## src/rtl/tsp_pkg.sv

```systemverilog
`default_nettype none
package tsp_pkg;

   localparam int NUM_PADS  = 5;
   localparam int PAD_IDX_W = $clog2(NUM_PADS);
   localparam int PAD_WT    = 250;
   localparam int WT_W      = $clog2(PAD_WT * NUM_PADS + 1);
   localparam int WSUM_W    = $clog2(PAD_WT * 255 * NUM_PADS * (NUM_PADS + 1) / 2 + 1);
   localparam int TOT_W     = $clog2(255 * NUM_PADS + 1);
   localparam int DIV_CNT_W = $clog2(WSUM_W);
   localparam int CSR_ADDR_W = 8;

   localparam logic [CSR_ADDR_W-1:0] CSR_THRESHOLD = 8'd0;
   localparam logic [CSR_ADDR_W-1:0] CSR_START     = 8'd1;
   localparam logic [CSR_ADDR_W-1:0] CSR_LOWER     = 8'd2;
   localparam logic [CSR_ADDR_W-1:0] CSR_UPPER     = 8'd3;

   localparam logic [1:0] TAP_ARM   = 2'd0;
   localparam logic [1:0] TAP_WAIT  = 2'd1;
   localparam logic [1:0] TAP_HOLD  = 2'd2;

   typedef struct packed {
      logic [7:0] pad_count_0;
      logic [7:0] pad_count_1;
      logic [7:0] pad_count_2;
      logic [7:0] pad_count_3;
      logic [7:0] pad_count_4;
   } req_data_type;

   typedef struct packed {
      logic signed [10:0] raw_position;
      logic [9:0]         filtered_position;
      logic signed [15:0] scroll_value;
      logic               tap_detected;
      logic               touched;
   } rsp_data_type;

   typedef enum logic [3:0] {
      ST_IDLE, ST_PADS, ST_FLUSH, ST_DINIT, ST_DIV, ST_POS, ST_GRAD, ST_SCROLL, ST_OUT
   } state_type;

   typedef struct packed {
      logic load;
      logic pad_step;
      logic div_init;
      logic div_step;
      logic pos;
      logic grad;
      logic scroll;
      logic out_load;
   } cmd_type;

   typedef struct packed {
      logic pad_last;
      logic div_last;
      logic out_busy;
   } status_type;

endpackage
`default_nettype wire

```

## src/rtl/tsp_ctrl.sv

```systemverilog
`default_nettype none
module tsp_ctrl (
   input  wire                 clock,
   input  wire                 reset,
   input  wire                 req_valid,
   output logic                req_stall,
   input  tsp_pkg::status_type status,
   output tsp_pkg::cmd_type    cmd
);
   import tsp_pkg::*;

   state_type state_ff, state_in;

   always_ff @(posedge clock) begin
      if (reset) begin
         state_ff <= ST_IDLE;
      end else begin
         state_ff <= state_in;
      end
   end

   always_comb begin
      state_in  = state_ff;
      cmd       = '0;
      req_stall = 1'b1;
      case (state_ff)
         ST_IDLE: begin
            req_stall = 1'b0;
            if (req_valid) begin
               cmd.load = 1'b1;
               state_in = ST_PADS;
            end
         end
         ST_PADS: begin
            cmd.pad_step = 1'b1;
            if (status.pad_last) state_in = ST_FLUSH;
         end
         ST_FLUSH: state_in = ST_DINIT;
         ST_DINIT: begin
            cmd.div_init = 1'b1;
            state_in = ST_DIV;
         end
         ST_DIV: begin
            cmd.div_step = 1'b1;
            if (status.div_last) state_in = ST_POS;
         end
         ST_POS: begin
            cmd.pos = 1'b1;
            state_in = ST_GRAD;
         end
         ST_GRAD: begin
            cmd.grad = 1'b1;
            state_in = ST_SCROLL;
         end
         ST_SCROLL: begin
            cmd.scroll = 1'b1;
            state_in = ST_OUT;
         end
         ST_OUT: begin
            if (!status.out_busy) begin
               cmd.out_load = 1'b1;
               state_in = ST_IDLE;
            end
         end
         default: state_in = ST_IDLE;
      endcase
   end

endmodule
`default_nettype wire

```

## src/rtl/tsp_dpath.sv

```systemverilog
`default_nettype none
module tsp_dpath (
   input  wire                              clock,
   input  wire                              reset,
   input  tsp_pkg::cmd_type                 cmd,
   output tsp_pkg::status_type              status,
   input  tsp_pkg::req_data_type            req_data,
   output logic                             rsp_valid,
   input  wire                              rsp_stall,
   output tsp_pkg::rsp_data_type            rsp_data,
   input  wire                              csr_we,
   input  wire [tsp_pkg::CSR_ADDR_W-1:0]    csr_addr,
   input  wire [15:0]                       csr_wdata
);
   import tsp_pkg::*;

   // configuration
   logic [10:0]        thr_ff;
   logic signed [15:0] lower_ff, upper_ff;
   logic signed [21:0] acc_ff, acc_in;

   // per-scan pad pass
   logic [7:0]           cnt_ff [NUM_PADS];
   logic [15:0]          base_ff [NUM_PADS];
   logic [PAD_IDX_W-1:0] idx_ff;
   logic [7:0]           lvl_ff;
   logic [WT_W-1:0]      wt_ff;
   logic                 lvl_vld_ff;
   logic [WSUM_W-1:0]    wsum_ff;
   logic [TOT_W-1:0]     tot_ff;

   // divider
   logic [WSUM_W-1:0]    quo_ff;
   logic [TOT_W-1:0]     rem_ff;
   logic [DIV_CNT_W-1:0] dcnt_ff;

   // tracking state
   logic               touched_ff, released_ff, tap_ff;
   logic signed [10:0] raw_ff;
   logic [9:0]         sp_ff, prev_ff;
   logic signed [10:0] sg_ff;
   logic [1:0]         phase_ff;
   logic [7:0]         dur_ff;

   logic         out_vld_ff;
   rsp_data_type out_ff;

   // pad step logic
   logic [7:0]  cnt_cur;
   logic [15:0] base_cur, cnt100, bmin, b1;
   logic [31:0] recip;
   logic [9:0]  q100;
   logic [7:0]  lvl_cur;

   always_comb begin
      cnt_cur  = cnt_ff[idx_ff];
      base_cur = base_ff[idx_ff];
      cnt100   = 16'(cnt_cur) * 16'd100;
      bmin     = (cnt100 < base_cur) ? cnt100 : base_cur;
      b1       = bmin + 16'd1;
      // divide by 100 via reciprocal 2^22/100 rounded up
      recip    = 32'(b1) * 32'd41944;
      q100     = recip[31:22];
      lvl_cur  = (10'(cnt_cur) >= q100) ? 8'(10'(cnt_cur) - q100) : 8'd0;
   end

   // divider step
   logic [TOT_W:0] dsh, ddiff;
   always_comb begin
      dsh   = {rem_ff, quo_ff[WSUM_W-1]};
      ddiff = dsh - {1'b0, tot_ff};
   end

   // position logic
   logic               touch_now;
   logic [WSUM_W-1:0]  raw_w;
   logic signed [10:0] raw_now;
   logic [12:0]        sp_sum;
   logic [9:0]         sp_smooth;
   logic               win;

   always_comb begin
      touch_now = (tot_ff > TOT_W'(thr_ff)) && (tot_ff != '0);
      raw_w     = quo_ff - WSUM_W'(PAD_WT);
      raw_now   = touch_now ? signed'(raw_w[10:0]) : -11'sd1;
      sp_sum    = 13'(sp_ff) * 13'd3 + 13'(raw_w[9:0]) + 13'd2;
      sp_smooth = (sp_ff == '0) ? raw_w[9:0] : sp_sum[11:2];
      win       = touch_now && (raw_w[10:0] > 11'd400) && (raw_w[10:0] < 11'd600);
   end

   // gradient logic
   logic signed [10:0] grad;
   logic signed [13:0] sg_sum, sg_adj;
   logic signed [10:0] sg_smooth;
   always_comb begin
      grad      = signed'({1'b0, sp_ff}) - signed'({1'b0, prev_ff});
      sg_sum    = 14'(sg_ff) * 14'sd3 + 14'(grad) + 14'sd2;
      // truncate toward zero
      sg_adj    = sg_sum[13] ? (sg_sum + 14'sd3) >>> 2 : sg_sum >>> 2;
      sg_smooth = (sg_ff == '0) ? grad : sg_adj[10:0];
   end

   // scroll logic
   logic signed [22:0] diff, lo, hi, clamped;
   logic               do_scroll;
   logic signed [21:0] acc_adj;
   always_comb begin
      do_scroll = touched_ff || (sg_ff > 11'sd30) || (sg_ff < -11'sd30);
      diff      = 23'(acc_ff) - 23'(sg_ff);
      lo        = 23'(signed'({lower_ff, 5'b0}));
      hi        = 23'(signed'({upper_ff, 5'b0}));
      if (diff < lo) clamped = lo;
      else if (diff > hi) clamped = hi;
      else clamped = diff;
      acc_in = acc_ff;
      if (csr_we && csr_addr == CSR_START) acc_in = 22'(signed'({csr_wdata, 5'b0}));
      else if (cmd.scroll && do_scroll) acc_in = clamped[21:0];
      acc_adj = acc_ff[21] ? acc_ff + 22'sd31 : acc_ff;
   end

   always_ff @(posedge clock) begin
      if (reset) begin
         thr_ff   <= 11'd15;
         lower_ff <= '0;
         upper_ff <= '0;
      end else if (csr_we) begin
         case (csr_addr)
            CSR_THRESHOLD: thr_ff   <= csr_wdata[10:0];
            CSR_LOWER:     lower_ff <= csr_wdata;
            CSR_UPPER:     upper_ff <= csr_wdata;
            default: ;
         endcase
      end
   end

   always_ff @(posedge clock) begin
      if (reset) begin
         acc_ff <= '0;
      end else begin
         acc_ff <= acc_in;
      end
   end

   always_ff @(posedge clock) begin
      if (cmd.load) begin
         cnt_ff[0] <= req_data.pad_count_0;
         cnt_ff[1] <= req_data.pad_count_1;
         cnt_ff[2] <= req_data.pad_count_2;
         cnt_ff[3] <= req_data.pad_count_3;
         cnt_ff[4] <= req_data.pad_count_4;
      end
      if (cmd.pad_step) begin
         lvl_ff <= lvl_cur;
         wt_ff  <= WT_W'((32'(idx_ff) + 32'd1) * PAD_WT);
      end
   end

   always_ff @(posedge clock) begin
      if (reset) begin
         for (int i = 0; i < NUM_PADS; i++) base_ff[i] <= 16'hFFFF;
         idx_ff     <= '0;
         lvl_vld_ff <= 1'b0;
         wsum_ff    <= '0;
         tot_ff     <= '0;
      end else begin
         lvl_vld_ff <= cmd.pad_step;
         if (cmd.load) begin
            idx_ff  <= '0;
            wsum_ff <= '0;
            tot_ff  <= '0;
         end else begin
            if (cmd.pad_step) begin
               base_ff[idx_ff] <= b1;
               idx_ff <= idx_ff + 1'b1;
            end
            if (lvl_vld_ff) begin
               wsum_ff <= wsum_ff + WSUM_W'(wt_ff * lvl_ff);
               tot_ff  <= tot_ff + TOT_W'(lvl_ff);
            end
         end
      end
   end

   // restoring divider, one quotient bit a cycle
   always_ff @(posedge clock) begin
      if (reset) begin
         dcnt_ff <= '0;
      end else if (cmd.div_init) begin
         dcnt_ff <= '0;
      end else if (cmd.div_step) begin
         dcnt_ff <= dcnt_ff + 1'b1;
      end
   end

   always_ff @(posedge clock) begin
      if (cmd.div_init) begin
         quo_ff <= wsum_ff;
         rem_ff <= '0;
      end else if (cmd.div_step) begin
         if (!ddiff[TOT_W]) begin
            rem_ff <= ddiff[TOT_W-1:0];
            quo_ff <= {quo_ff[WSUM_W-2:0], 1'b1};
         end else begin
            rem_ff <= dsh[TOT_W-1:0];
            quo_ff <= {quo_ff[WSUM_W-2:0], 1'b0};
         end
      end
   end

   always_ff @(posedge clock) begin
      if (reset) begin
         touched_ff  <= 1'b0;
         released_ff <= 1'b0;
         tap_ff      <= 1'b0;
         raw_ff      <= '0;
         sp_ff       <= '0;
         prev_ff     <= '0;
         sg_ff       <= '0;
         phase_ff    <= TAP_ARM;
         dur_ff      <= '0;
      end else begin
         if (cmd.pos) begin
            touched_ff <= touch_now;
            raw_ff     <= raw_now;
            tap_ff     <= 1'b0;
            if (touch_now) begin
               released_ff <= 1'b0;
               if (released_ff) begin
                  sp_ff   <= raw_w[9:0];
                  prev_ff <= raw_w[9:0];
                  sg_ff   <= '0;
               end else begin
                  sp_ff <= sp_smooth;
               end
            end else begin
               released_ff <= 1'b1;
            end
            case (phase_ff)
               TAP_ARM: begin
                  dur_ff <= '0;
                  if (!touch_now) phase_ff <= TAP_WAIT;
               end
               TAP_WAIT: begin
                  if (touch_now) begin
                     dur_ff <= '0;
                     if (win) phase_ff <= TAP_HOLD;
                  end
               end
               TAP_HOLD: begin
                  if (win) begin
                     dur_ff <= dur_ff + 8'd1;
                  end else if (!touch_now) begin
                     if (dur_ff > 8'd1 && dur_ff < 8'd6) begin
                        tap_ff   <= 1'b1;
                        phase_ff <= TAP_ARM;
                     end
                  end else begin
                     phase_ff <= TAP_ARM;
                  end
               end
               default: phase_ff <= TAP_ARM;
            endcase
         end
         if (cmd.grad && touched_ff) begin
            prev_ff <= sp_ff;
            sg_ff   <= sg_smooth;
         end
      end
   end

   always_ff @(posedge clock) begin
      if (reset) begin
         out_vld_ff <= 1'b0;
      end else if (cmd.out_load) begin
         out_vld_ff <= 1'b1;
      end else if (!rsp_stall) begin
         out_vld_ff <= 1'b0;
      end
   end

   always_ff @(posedge clock) begin
      if (cmd.out_load) begin
         out_ff.raw_position      <= raw_ff;
         out_ff.filtered_position <= sp_ff;
         out_ff.scroll_value      <= acc_adj[20:5];
         out_ff.tap_detected      <= tap_ff;
         out_ff.touched           <= touched_ff;
      end
   end

   assign rsp_valid       = out_vld_ff;
   assign rsp_data        = out_ff;
   assign status.pad_last = (idx_ff == PAD_IDX_W'(NUM_PADS - 1));
   assign status.div_last = (dcnt_ff == DIV_CNT_W'(WSUM_W - 1));
   assign status.out_busy = out_vld_ff && rsp_stall;

endmodule
`default_nettype wire

```

## src/rtl/touch_slider_processor.sv

```systemverilog
`default_nettype none
// Touch slider processor: each accepted item carries one scan of five pad counts and
// produces one result with the centroid position, the smoothed position, the scroll
// value and tap/touch flags. After acceptance an item goes through these steps in order:
// a pass over the pads to update the baselines and take the levels, a flush of the
// level sum, the setup of a restoring divider that then yields one quotient bit per
// cycle for the centroid, then filter and tap update, gradient, scroll update and
// output load. The result sits in an output register, so the next scan is taken while
// it waits; a result still stalled there delays the output load of the following
// item. Configuration writes take effect at once and belong in idle time.
module touch_slider_processor (
   input  wire                              clock,
   input  wire                              reset,
   input  wire                              req_valid,
   output logic                             req_stall,
   input  tsp_pkg::req_data_type            req_data,
   output logic                             rsp_valid,
   input  wire                              rsp_stall,
   output tsp_pkg::rsp_data_type            rsp_data,
   input  wire                              csr_we,
   input  wire [tsp_pkg::CSR_ADDR_W-1:0]    csr_addr,
   input  wire [15:0]                       csr_wdata
);
   import tsp_pkg::*;

   cmd_type    cmd;
   status_type status;

   tsp_ctrl u_ctrl (
      .clock     (clock),
      .reset     (reset),
      .req_valid (req_valid),
      .req_stall (req_stall),
      .status    (status),
      .cmd       (cmd)
   );

   tsp_dpath u_dpath (
      .clock     (clock),
      .reset     (reset),
      .cmd       (cmd),
      .status    (status),
      .req_data  (req_data),
      .rsp_valid (rsp_valid),
      .rsp_stall (rsp_stall),
      .rsp_data  (rsp_data),
      .csr_we    (csr_we),
      .csr_addr  (csr_addr),
      .csr_wdata (csr_wdata)
   );

endmodule
`default_nettype wire
```

## config.mk

```make
export PLATFORM = sky130hd
export DESIGN_NAME = touch_slider_processor
export DESIGN_NICKNAME = d
export VERILOG_FILES = /design/src/rtl/tsp_pkg.sv /design/src/rtl/tsp_ctrl.sv /design/src/rtl/tsp_dpath.sv /design/src/rtl/touch_slider_processor.sv
export SDC_FILE = /design/constraint.sdc
export NUM_CORES = 1
export LEC_CHECK = 0
export BUFFER_PORTS_ARGS = -buffer_cell sky130_fd_sc_hd__buf_4
export CAP_MARGIN = 20
export CORE_MARGIN = 1.5
export CORE_UTILIZATION = 55
export DETAILED_ROUTE_END_ITERATION = 10
export PLACE_DENSITY = 0.75
export SYNTH_ARGS = -nofsm -noshare
export SYNTH_HDL_FRONTEND = slang
export SYNTH_SLANG_ARGS = --single-unit
```

## constraint.sdc

```tcl
create_clock -name clock -period 12.7 [get_ports clock]
set_input_delay 1.27 -clock clock [delete_from_list [all_inputs] [get_ports clock]]
set_output_delay 1.27 -clock clock [all_outputs]
set_load 0.02 [all_outputs]
```

Word-level counts from Yosys, hierarchy flattened
Memories as Yosys holds them, arrays and structs flattened. A register that Yosys moved wholly into a read port is not among the register bits.
Cells that the tools add are included.
{"block": "op_classes", "mul": 6, "muxes": 71, "n_addsub": 18, "eq_ne": 26, "magnitude_cmp": 11, "reduce_logical": 34}
{"operator": "two-way mux 11 bit", "count": 8}
{"operator": "two-way mux 22 bit", "count": 4}
{"operator": "two-way mux 10 bit", "count": 6}
{"operator": "two-way mux 20 bit", "count": 2}
{"operator": "one-hot mux 4 bit (9 select lines)", "count": 1}
{"operator": "multiplier 32 x 7 -> 10 bit (second input constant)", "count": 1}
{"operator": "two-way mux 16 bit", "count": 2}
{"operator": "multiplier 16 x 13 -> 29 bit (second input constant)", "count": 1}
{"operator": "two-way mux 1 bit", "count": 28}
{"operator": "one-hot mux 8 bit (3 select lines)", "count": 1}
{"operator": "> comparator 23 x 21 -> 1 bit", "count": 1}
{"operator": "< comparator 23 x 21 -> 1 bit", "count": 1}
{"operator": "subtractor 22 x 11 -> 23 bit", "count": 1}
{"operator": "adder 21 x 6 -> 21 bit (second input constant)", "count": 1}
{"operator": "two-way mux 21 bit", "count": 1}
{"operator": "adder 20 x 19 -> 20 bit", "count": 1}
{"operator": "multiplier 10 x 8 -> 18 bit", "count": 1}
{"operator": "adder 16 x 1 -> 16 bit (second input constant)", "count": 1}
{"operator": "== test 4 x 3 -> 1 bit (second input constant)", "count": 4}
{"operator": "== test 8 x 2 -> 1 bit (second input constant)", "count": 2}
{"operator": "< comparator 15 x 16 -> 1 bit", "count": 1}
{"operator": "two-way mux 4 bit", "count": 4}
{"operator": "two-way mux 8 bit", "count": 2}
{"operator": "OR reduction 16 bit", "count": 1}
{"operator": "54 further kinds", "count": 90}
{"block": "word_totals", "mem_bits_rw": 120, "mem_count": 2, "reg_bits": 253, "output_inout_bits": 41, "word_cells": 198}
{"name": "u_dpath.base_ff", "depth": 5, "word_bits": 16, "rd": 1, "rd_clocked_by_memory_dff": 1, "write_ports": 5, "line": "tsp_dpath.sv:24", "source": "logic [15:0] base_ff [NUM_PADS];"}
{"name": "u_dpath.cnt_ff", "depth": 5, "word_bits": 8, "rd": 1, "rd_clocked_by_memory_dff": 1, "write_ports": 5, "line": "tsp_dpath.sv:23", "source": "logic [7:0] cnt_ff [NUM_PADS];"}

Logic depth before layout (Yosys ltp)
Gate-level depths: netlist of run 1.
{"block": "depth", "word_depth": 8, "mapped_depth": 68, "mapped_depth_nobuf": 59}

Modules after synthesis
From an unflattened synthesis of run 1, not the netlist that was laid out.
{"block": "hier_totals", "hier_cells": 3176, "hier_area_um2": 32067.0}
{"module": "tsp_dpath", "seq_area_each_um2": 10840.4, "n_inst": 1, "cells_each": 3135, "area_per_inst_um2": 31756.7}
{"module": "tsp_ctrl", "seq_area_each_um2": 80.1, "n_inst": 1, "cells_each": 41, "area_per_inst_um2": 310.3}

Least setup slack after synthesis of run 1
OpenSTA, ideal clock, no wires.
{"block": "synth_path", "path_kind": "reg-to-reg", "from": "register (tool-made name)", "to": "register u_dpath.lvl_ff[2], data pin", "stages_incl_launch_ff": 65, "t_arrival_ns": 13.241, "slack_ns": -0.817, "setup_ns": 0.276, "period_less_slack_ns": 13.517, "cell_sequence": "dfxtp_1 buf_6 buf_12 buf_12 buf_8 buf_2 mux4_2 nand2_1 nand2_1 ha_1 ha_1 fa_1 ha_1 a21o_1 a21oi_1 o21bai_1 a21oi_1 a21oi_1 [... 29 more ...] and3_1 o21ai_0 o21bai_1 and2_1 o21a_1 nor2_1 ha_1 inv_1 fa_1 a21o_1 a21oi_1 nor2b_1 o21ai_0 nand2b_1 o21ai_0 nand2b_1 a21oi_1 nor3_1"}
{"item": "end signal: assignment", "line": "tsp_dpath.sv:153", "source": "lvl_ff <= lvl_cur;"}
{"item": "end: declaration", "line": "tsp_dpath.sv:26", "source": "logic [7:0] lvl_ff;"}

==> results of run 1 <==
-- per-layer routing --
layer,wire [um],track usage
met2,37690,0.4492
met3,3716,0.03237
met1,33020,0.3297
met4,2008,0.07553
met5,0,0
-- worst max-delay path, delay by kind of cell (launching register included) --
| kind | cells | cell delay [ps] |
|---|---|---|
| xor+xnor | 2 | 350 |
| simple gates | 13 | 2120 |
| buf+inv | 7 | 500 |
| compound gates | 18 | 3050 |
| fa+ha+maj | 14 | 4700 |
| mux | 2 | 800 |
| flops | 1 | 400 |
-- state kept, by name, indices dropped and copies added, names as in the netlist, 11 cells and up, named ones only --
name	cells
u_dpath.wsum_ff	19
u_dpath.tot_ff	11
u_dpath.rsp_data	39
u_dpath.rem_ff	11
u_dpath.lower_ff	16
u_dpath.sg_ff	11
u_dpath.base_ff	128
u_dpath.raw_ff	11
u_dpath.quo_ff	20
u_dpath.thr_ff	11
u_dpath.upper_ff	16
u_dpath.cnt_ff	40
u_dpath.acc_ff	22
-- path summary, 6_finish.rpt --
| path | start | to | slack [ps] | cells after the start |
|---|---|---|---|---|
| max | register | u_dpath.lvl_ff[3] | 450 | 56 |
| min | u_dpath.raw_ff[3] | u_dpath.rsp_data[31] | 430 | 0 |
| max reg2reg | register | u_dpath.lvl_ff[3] | 450 | 56 |
| min reg2reg | u_dpath.raw_ff[3] | u_dpath.rsp_data[31] | 430 | 0 |
-- area by class of cell --
cell class,count,area (um2)
fillers,4631,21990
multi-input cells,2290,19420
repair buffers,171,1316
diodes,1,2.502
clock buffers,58,1217
inverters,370,1391
flip-flops and latches,423,10930
well taps,765,957.2
clock inverters,28,359.1
-- logic make-up (layout without fill, tap and decap cells) --
group | Yosys count | count (layout)
and+or+nand+nor | 862 | 862
AOI/OAI and AO/OA | 557 | 557
adders and majority gates | 533 | 533
buffers and inverters | 471 | 627
DFF | 423 | 423
xor gates and xnor gates | 176 | 176
muxes | 162 | 162
other | 0 | 1
-- cell usage after synthesis (7+ instances only) --
master	instances
nand2_1	275
mux4_1	10
a21oi_1	137
nor2b_1	32
nor3_1	75
or3_1	22
a21boi_0	10
a211oi_1	31
nand4_1	27
dfxtp_1	178
o21a_1	21
o21ai_0	117
a31oi_1	32
o21bai_1	23
nand2b_1	11
xnor2_1	113
o22ai_1	15
o31a_1	7
mux2i_1	94
or2_2	17
o31ai_1	10
a221o_1	7
a22oi_1	16
edfxtp_1	245
xor2_1	60
and4_1	8
fa_1	149
ha_1	384
nor4_1	17
and2_1	55
inv_1	365
and3_1	20
mux2_2	26
o211ai_1	18
clkbuf_1	80
a21o_1	52
o2111ai_1	7
mux4_2	26
nor2_1	225
nand3_1	36
-- through the flow --
stage,util,hold WS [ps],instances,setup TNS (ps)
2_1_floorplan,-,403.0,3184,0
3_3_place_gp,0.5859,411.2,4002,0
3_5_place_dp,0.5862,417.3,4003,-791.4
4_1_cts,0.6139,428.5,4091,0
5_1_grt,0.6180,441.4,4106,-631.2
6_report,0.6180,427.6,4106,0
-- what timing repair did --
item,4_1_cts,5_1_grt
buffers inserted,2,11
resized for setup,3,30
pin swaps,1,14
setup endpoints to repair,8,8
==> flow_summary.json, run 1 <==
{
  "fin_ws_ps": 454.7,
  "clockBufferDepth": 3,
  "grt_max_degree": 65,
  "tightest_slew_ps": 1027,
  "yosysTopAreaCell": "edfxtp_1",
  "cts_max_level": 2,
  "ys_seq_area_frac": 0.3409,
  "io_pins": 110,
  "core_area_um2": 57590,
  "clock.fmax_mhz": 81.66,
  "cp_common_cell": "ha_1",
  "die_h_um": 244.4,
  "start_util": 0.5564,
  "place.gp.congestion": 0.9586,
  "dp_slack_ps": -112.5,
  "dr.first_iter.drc_count": 1536,
  "worst_path_max_delay_cell": "fa_1",
  "ant_nets": 0,
  "numCtsBuffers": 47,
  "dpl_cell_area_um2": 33750,
  "wl_um": 76440,
  "routed-via-count": 23890,
  "hold_buffers": 0,
  "relSlewSlack": 0.3151,
  "required_ps": 12990,
  "async_flop_share": 0,
  "rows": 88,
  "synth_edf_count": 245,
  "ys_types": 88,
  "synth-warning-count": 0,
  "clk_pin_slew_worst_paths_ps": 60,
  "ys_seq_elements": 423,
  "final_common_cell": "ha_1",
  "dieArea_um2": 59710,
  "hp-class": "register to register",
  "cts-root-buf": "clkbuf_16",
  "area_growth_pct": 11.09,
  "drive_gt1_frac": 0.1144,
  "antenna_found_initial": 1,
  "clkSinkCount": 423,
  "critPathCaptureType": "register",
  "synthFlopType": "edfxtp_1",
  "mostFrequentLayoutCells": "ha_1, inv_1, nand2_1",
  "period_share": 0.9642,
  "wire_per_inst_um": 18.62,
  "hold_viol": 0,
  "synth.top_cell.area_share": 0.2296,
  "cts_tree": "built",
  "synthAdderAreaFrac": 0.2431,
  "clk_latency_ps": 600,
  "synth.area.mux_share": 0.06776,
  "grtUsageTotal": 0.2559,
  "synth_compound_area_frac": 0.1120,
  "critical_path_class": "register to register",
  "drt-pass1-iter-count": 5,
  "crit_path_max_fanout": 10,
  "dieWidth_um": 244.4,
  "cp.arrival_ps": 12540,
  "critPathLaunchType": "register",
  "synth_xor_area_frac": 0.04917,
  "cap_violations": 0,
  "cp_slowest_stage_delay_ps": 530,
  "synthesis.area_um2": 32040,
  "grt_pass1_vias": 24230,
  "fin_skew_ps": 29.41,
  "grt_pass1_wl_um": 123700,
  "hpwl_um": 58810,
  "viasPerCell": 5.819,
  "final_area_um2": 35590,
  "grt.overflow.total": 0,
  "synthCells": 3184,
  "numPortBuffers": 109,
  "slew_violations": 0,
  "synth.avg_cell_area_um2": 10.06,
  "yosys-top-cells-area": "edfxtp_1, ha_1, dfxtp_1",
  "yosys.area_share.simple": 0.1278,
  "setup_viol": 0,
  "synth_top_family_by_area": "adder cells",
  "syn_nets": 3786,
  "drcViolationCount": 0,
  "post-route-min-period_ps": 12250,
  "status": "finished, final reports clean",
  "final_nets": 3905
}
Power of run 1 is not shown: default switching activity piles up to over one toggle a cycle in this logic, so the estimate is an artifact.
==> run 2, diff against run 1 <==
--- a/config.mk
+++ b/config.mk
@@ -11,6 +11,7 @@
 export CORE_UTILIZATION = 55
 export DETAILED_ROUTE_END_ITERATION = 10
 export PLACE_DENSITY = 0.75
+export RECOVER_POWER = 100
 export SYNTH_ARGS = -nofsm -noshare
 export SYNTH_HDL_FRONTEND = slang
 export SYNTH_SLANG_ARGS = --single-unit
==> run 2 against run 1 <==
  * The run now ends with max-capacitance violations, max-slew violations left
  * Critical path depth did not move
  * Non-clock buffer count unchanged
  * Wire length increased by 0.15%
  * Critical endpoint unchanged
  * Largest cell class unchanged
==> flow_summary.json, run 2 (synthesis results as in run 1) <==
{
  "status": "complete, but fails checks",
  "drcViolationCount": 0,
  "period_share": 0.9652,
  "setup_viol": 0,
  "grt_max_degree": 65,
  "mostFrequentLayoutCells": "ha_1, inv_1, nand2_1",
  "critical_path_class": "register to register",
  "dp_slack_ps": -112.5,
  "dpl.cell_count": 4003,
  "start_util": 0.5564,
  "hp-class": "register to register",
  "place.gp.congestion": 0.9586,
  "relSlewSlack": -0.9649,
  "routed-via-count": 23950,
  "clock.fmax_mhz": 81.58,
  "grtUsageTotal": 0.2559,
  "grt_pass1_wl_um": 123700,
  "largest_reg_flops": 128,
  "clockBufferDepth": 3,
  "wire_per_inst_um": 18.64,
  "cp_slowest_stage_delay_ps": 530,
  "rows": 88,
  "post-route-min-period_ps": 12260,
  "cp.arrival_ps": 12560,
  "cts-root-buf": "clkbuf_16",
  "violations": "max-capacitance violations, max-slew violations",
  "dieArea_um2": 59710,
  "viasPerCell": 5.833,
  "dieWidth_um": 244.4,
  "die_h_um": 244.4,
  "largest_register": "u_dpath.base_ff",
  "drive_gt1_frac": 0.09611,
  "grt.overflow.total": 0,
  "fill_cells": 4686,
  "tightest_slew_ps": 2947,
  "io_pins": 110,
  "tns_ps": 0,
  "dr.first_iter.drc_count": 1680,
  "fin_skew_ps": 31.08,
  "ant_nets": 0,
  "antenna_found_initial": 1,
  "worst_path_max_delay_cell": "fa_1",
  "cts_tree": "built",
  "hpwl_um": 58810,
  "holdWs_ps": 426.4,
  "cp_common_cell": "ha_1",
  "grt_pass1_vias": 24230,
  "hold_viol": 0,
  "drt-pass1-iter-count": 5,
  "numCtsBuffers": 47,
  "fin_ws_ps": 441.5,
  "clk_latency_ps": 600,
  "final_cell_count_no_fill": 4106,
  "critPathLaunchType": "register",
  "critPathCaptureType": "register",
  "clk_pin_slew_worst_paths_ps": 60,
  "clkSinkCount": 423,
  "numPortBuffers": 109,
  "crit_path_max_fanout": 10,
  "area_growth_pct": 10.43,
  "wl_um": 76550,
  "cts_max_level": 2,
  "required_ps": 13000,
  "core_area_um2": 57590,
  "final_common_cell": "ha_1",
  "hold_buffers": 0,
  "final_nets": 3905,
  "cap_violations": 8,
  "slew_violations": 276
}
-- run 2: final timing paths --
path / startpoint / end / slack, ps / cells past startpoint
max: register / u_dpath.lvl_ff[3] / 440 / 56
min: u_dpath.raw_ff[3] / u_dpath.rsp_data[31] / 430 / 0
max reg2reg: register / u_dpath.lvl_ff[3] / 440 / 56
min reg2reg: u_dpath.raw_ff[3] / u_dpath.rsp_data[31] / 430 / 0
-- run 2: area by class of cell --
class / count / area, um2 / area share
repair buffers: 171 / 1125 / 0.03179
multi-input cells: 2290 / 19400 / 0.5484
diodes: 1 / 2.502 / 0.00007073
well taps: 765 / 957.2 / 0.02705
inverters: 370 / 1391 / 0.03933
clock buffers: 58 / 1217 / 0.03441
clock inverters: 28 / 359.1 / 0.01015
flip-flops and latches: 423 / 10930 / 0.3088
-- run 2: worst max-delay path, delay by kind of cell (launching register included) --
family	cells	cell delay (ps)
adder cells (fa/ha/maj)	14	4710
XOR/XNOR	2	350
flip-flops	1	400
multiplexers	2	800
buffers and inverters	7	490
AO/OA/AOI/OAI	18	3070
AND/OR/NAND/NOR	13	2100
-- run 2: timing repair --
action                     in CTS  in global routing
gates resized for setup         3                 30
setup buffers                   2                 11
pin swaps                       1                 14
hold endpoints to repair        0                  0
setup endpoints to repair       8                  8
-- run 2: routing by layer --
metal | GRT usage | share of wire | wire (um)
met5 | 0 | 0 | 0
met4 | 0.07553 | 0.026 | 1953
met3 | 0.03237 | 0.051 | 3941
met2 | 0.4492 | 0.49 | 37740
met1 | 0.3297 | 0.43 | 32920
-- run 2: per-stage QoR --
stage / utilization / instance area (um2)
final: 0.6144 / 35380
after global routing: 0.6144 / 35380
after CTS: 0.6139 / 35350
after detailed placement: 0.5862 / 33750
after global placement: 0.5859 / 33740
after floorplan: - / 32100
Power of run 2 is left out for the same reason.
==> run 3, diff against run 2 <==
--- a/config.mk
+++ b/config.mk
@@ -10,8 +10,9 @@
 export CORE_MARGIN = 1.5
 export CORE_UTILIZATION = 55
 export DETAILED_ROUTE_END_ITERATION = 10
-export PLACE_DENSITY = 0.75
+export PLACE_DENSITY = 0.72
 export RECOVER_POWER = 100
+export SLEW_MARGIN = 20
 export SYNTH_ARGS = -nofsm -noshare
 export SYNTH_HDL_FRONTEND = slang
 export SYNTH_SLANG_ARGS = --single-unit
==> constraint.sdc (replaced) <==
create_clock -name clock -period 14.5 [get_ports clock]
set_input_delay 1.45 -clock clock [delete_from_list [all_inputs] [get_ports clock]]
set_output_delay 1.45 -clock clock [all_outputs]
set_load 0.02 [all_outputs]
==> run 3 against run 2 <==
  * The flow still finishes with violations (max-capacitance violations, max-slew violations)
  * Fmax fell by 9.8%
  * Critical path depth is 5 lower
  * Via count is 0.72% lower
  * Die area stayed put
  * Worst setup slack improved by 470 ps
  * Sequential share of layout area increased by 0.31 points
  * First-iteration DRC count shrank 2.8%
  * Non-clock buffer count fell by 27
  * Critical endpoint unchanged
==> flow_summary.json, run 3 (synthesis results as in run 1) <==
{
  "rsz0062_at_grt": "false",
  "grt_max_degree": 62,
  "clkSinkCount": 423,
  "crit_path_end": "u_dpath.lvl_ff[3]",
  "critical_path_class": "register to register",
  "place.gp.congestion": 0.9536,
  "numPortBuffers": 109,
  "drt-pass1-iter-count": 6,
  "post_cts_resize_count": 0,
  "crit_family": "adder cells",
  "numCtsBuffers": 48,
  "final_util": 0.6084,
  "final_common_cell": "ha_1",
  "critPathLaunchType": "register",
  "area_growth_pct": 9.345,
  "violations": "max-capacitance violations, max-slew violations",
  "clockBufferDepth": 3,
  "grt.busiest_layer": "met2",
  "wire_per_inst_um": 19.22,
  "hpwl_um": 59910,
  "grtUsageTotal": 0.2664,
  "antenna_found_initial": 2,
  "core_area_um2": 57590,
  "cp.arrival_ps": 13890,
  "critPathCaptureType": "register",
  "routed-via-count": 23780,
  "required_ps": 14810,
  "largest_reg_flops": 128,
  "drive_gt1_frac": 0.07843,
  "hp-class": "register to register",
  "hold_viol": 0,
  "ant_nets": 0,
  "cts-root-buf": "clkbuf_16",
  "cp_slowest_stage_delay_ps": 950,
  "antennaDiodeCount": 0,
  "fill_cells": 4772,
  "r2r-end": "u_dpath.lvl_ff[3]",
  "crit_path_max_fanout": 27,
  "met2_usage": 0.4620,
  "tightest_slew_ps": 2770,
  "cts_tree": "built",
  "io_pins": 110,
  "mostFrequentLayoutCells": "ha_1, inv_1, nand2_1",
  "use_met1": 0.3398,
  "dr.first_iter.drc_count": 1633,
  "slew_violations": 303,
  "hold_buffers": 0,
  "wl_um": 78420,
  "cts_max_level": 2,
  "drcViolationCount": 0,
  "cp.depth": 51,
  "dpl.cell_count": 3992,
  "tns_ps": 0,
  "holdWs_ps": 431.2,
  "largest_register": "u_dpath.base_ff",
  "rr_worst_depth": 51,
  "viasPerCell": 5.828,
  "setup_viol": 0,
  "r2r_slack_ps": 920,
  "final_cell_count_no_fill": 4080,
  "clk_latency_ps": 600,
  "start_util": 0.5564,
  "post-route-min-period_ps": 13580,
  "dieWidth_um": 244.4,
  "crit_buf_inv": 7,
  "dieArea_um2": 59710,
  "clock.fmax_mhz": 73.62,
  "rows": 88,
  "cp_common_cell": "ha_1",
  "cap_violations": 9,
  "grt_pass1_vias": 24500,
  "use_met3": 0.04302,
  "grt.overflow.total": 0,
  "final_nets": 3879,
  "status": "complete, but fails checks",
  "die_h_um": 244.4,
  "period_share": 0.9368,
  "post_cts_buffers": 0,
  "clk_pin_slew_worst_paths_ps": 60,
  "grt_pass1_wl_um": 127400,
  "relSlewSlack": -0.8470,
  "fin_skew_ps": 15.86,
  "worst_path_max_delay_cell": "xnor2_1"
}
==> run 3: changes by cell type in the layout (fill, tap and decap cells not counted), sizes merged <==
| cell | delta |
|---|---|
| buf | -39 |
| clkbuf | +13 |
| clkinv | -2 |
| clkinvlp | +2 |
| inv | +2 |
| bufinv | -1 |
| diode | -1 |
==> run 3: stage by stage <==
| stage | worst slack (ps) | cell area (um2) |
|---|---|---|
| global placement | 1005 | 33620 |
| finish | 916.2 | 35030 |
| CTS | 622.0 | 35320 |
| detailed placement | 674.6 | 33620 |
| global route | 35.96 | 35030 |
| floorplan | 982.6 | 32040 |
==> run 3: how the worst min path moves through the flow <==
stage	startpoint	to	slack, ps	cells after the start
after global routing	u_dpath.raw_ff[9]	u_dpath.rsp_data[37]	440	0
after floorplan	u_dpath.raw_ff[0]	u_dpath.rsp_data[28]	400	0
after global placement	u_dpath.raw_ff[0]	u_dpath.rsp_data[28]	420	0
final	u_dpath.raw_ff[4]	u_dpath.rsp_data[32]	430	0
after detailed placement	u_dpath.raw_ff[9]	u_dpath.rsp_data[37]	420	0
after CTS	u_dpath.raw_ff[9]	u_dpath.rsp_data[37]	430	0
==> run 3: cell type report <==
type | count | area (um2) | share of cell area
inverters | 370 | 1389 | 0.03964
clock inverters | 29 | 344.1 | 0.009822
repair buffers | 144 | 837.1 | 0.02389
flip-flops and latches | 423 | 10930 | 0.3119
well taps | 765 | 957.2 | 0.02732
multi-input cells | 2290 | 19220 | 0.5486
clock buffers | 59 | 1359 | 0.03879
==> run 3: worst reg2reg max path, delay by kind of cell, from the launching register on <==
family                     cells  cell delay (ps)
AOI/OAI and AO/OA             17             3100
xor gates and xnor gates       2             1120
adders and majority gates     13             4870
buffers and inverters          7              870
DFF                            1              490
muxes                          2              900
and+or+nand+nor               10             1960
==> run 3: per-layer routing <==
metal | routed length [um] | up-vias
met5 | 13 | -
met4 | 2165 | 2
met3 | 4901 | 158
met2 | 38130 | 707
met1 | 33220 | 11570
li1 | - | 11340
Power of run 3 is left out for the same reason.
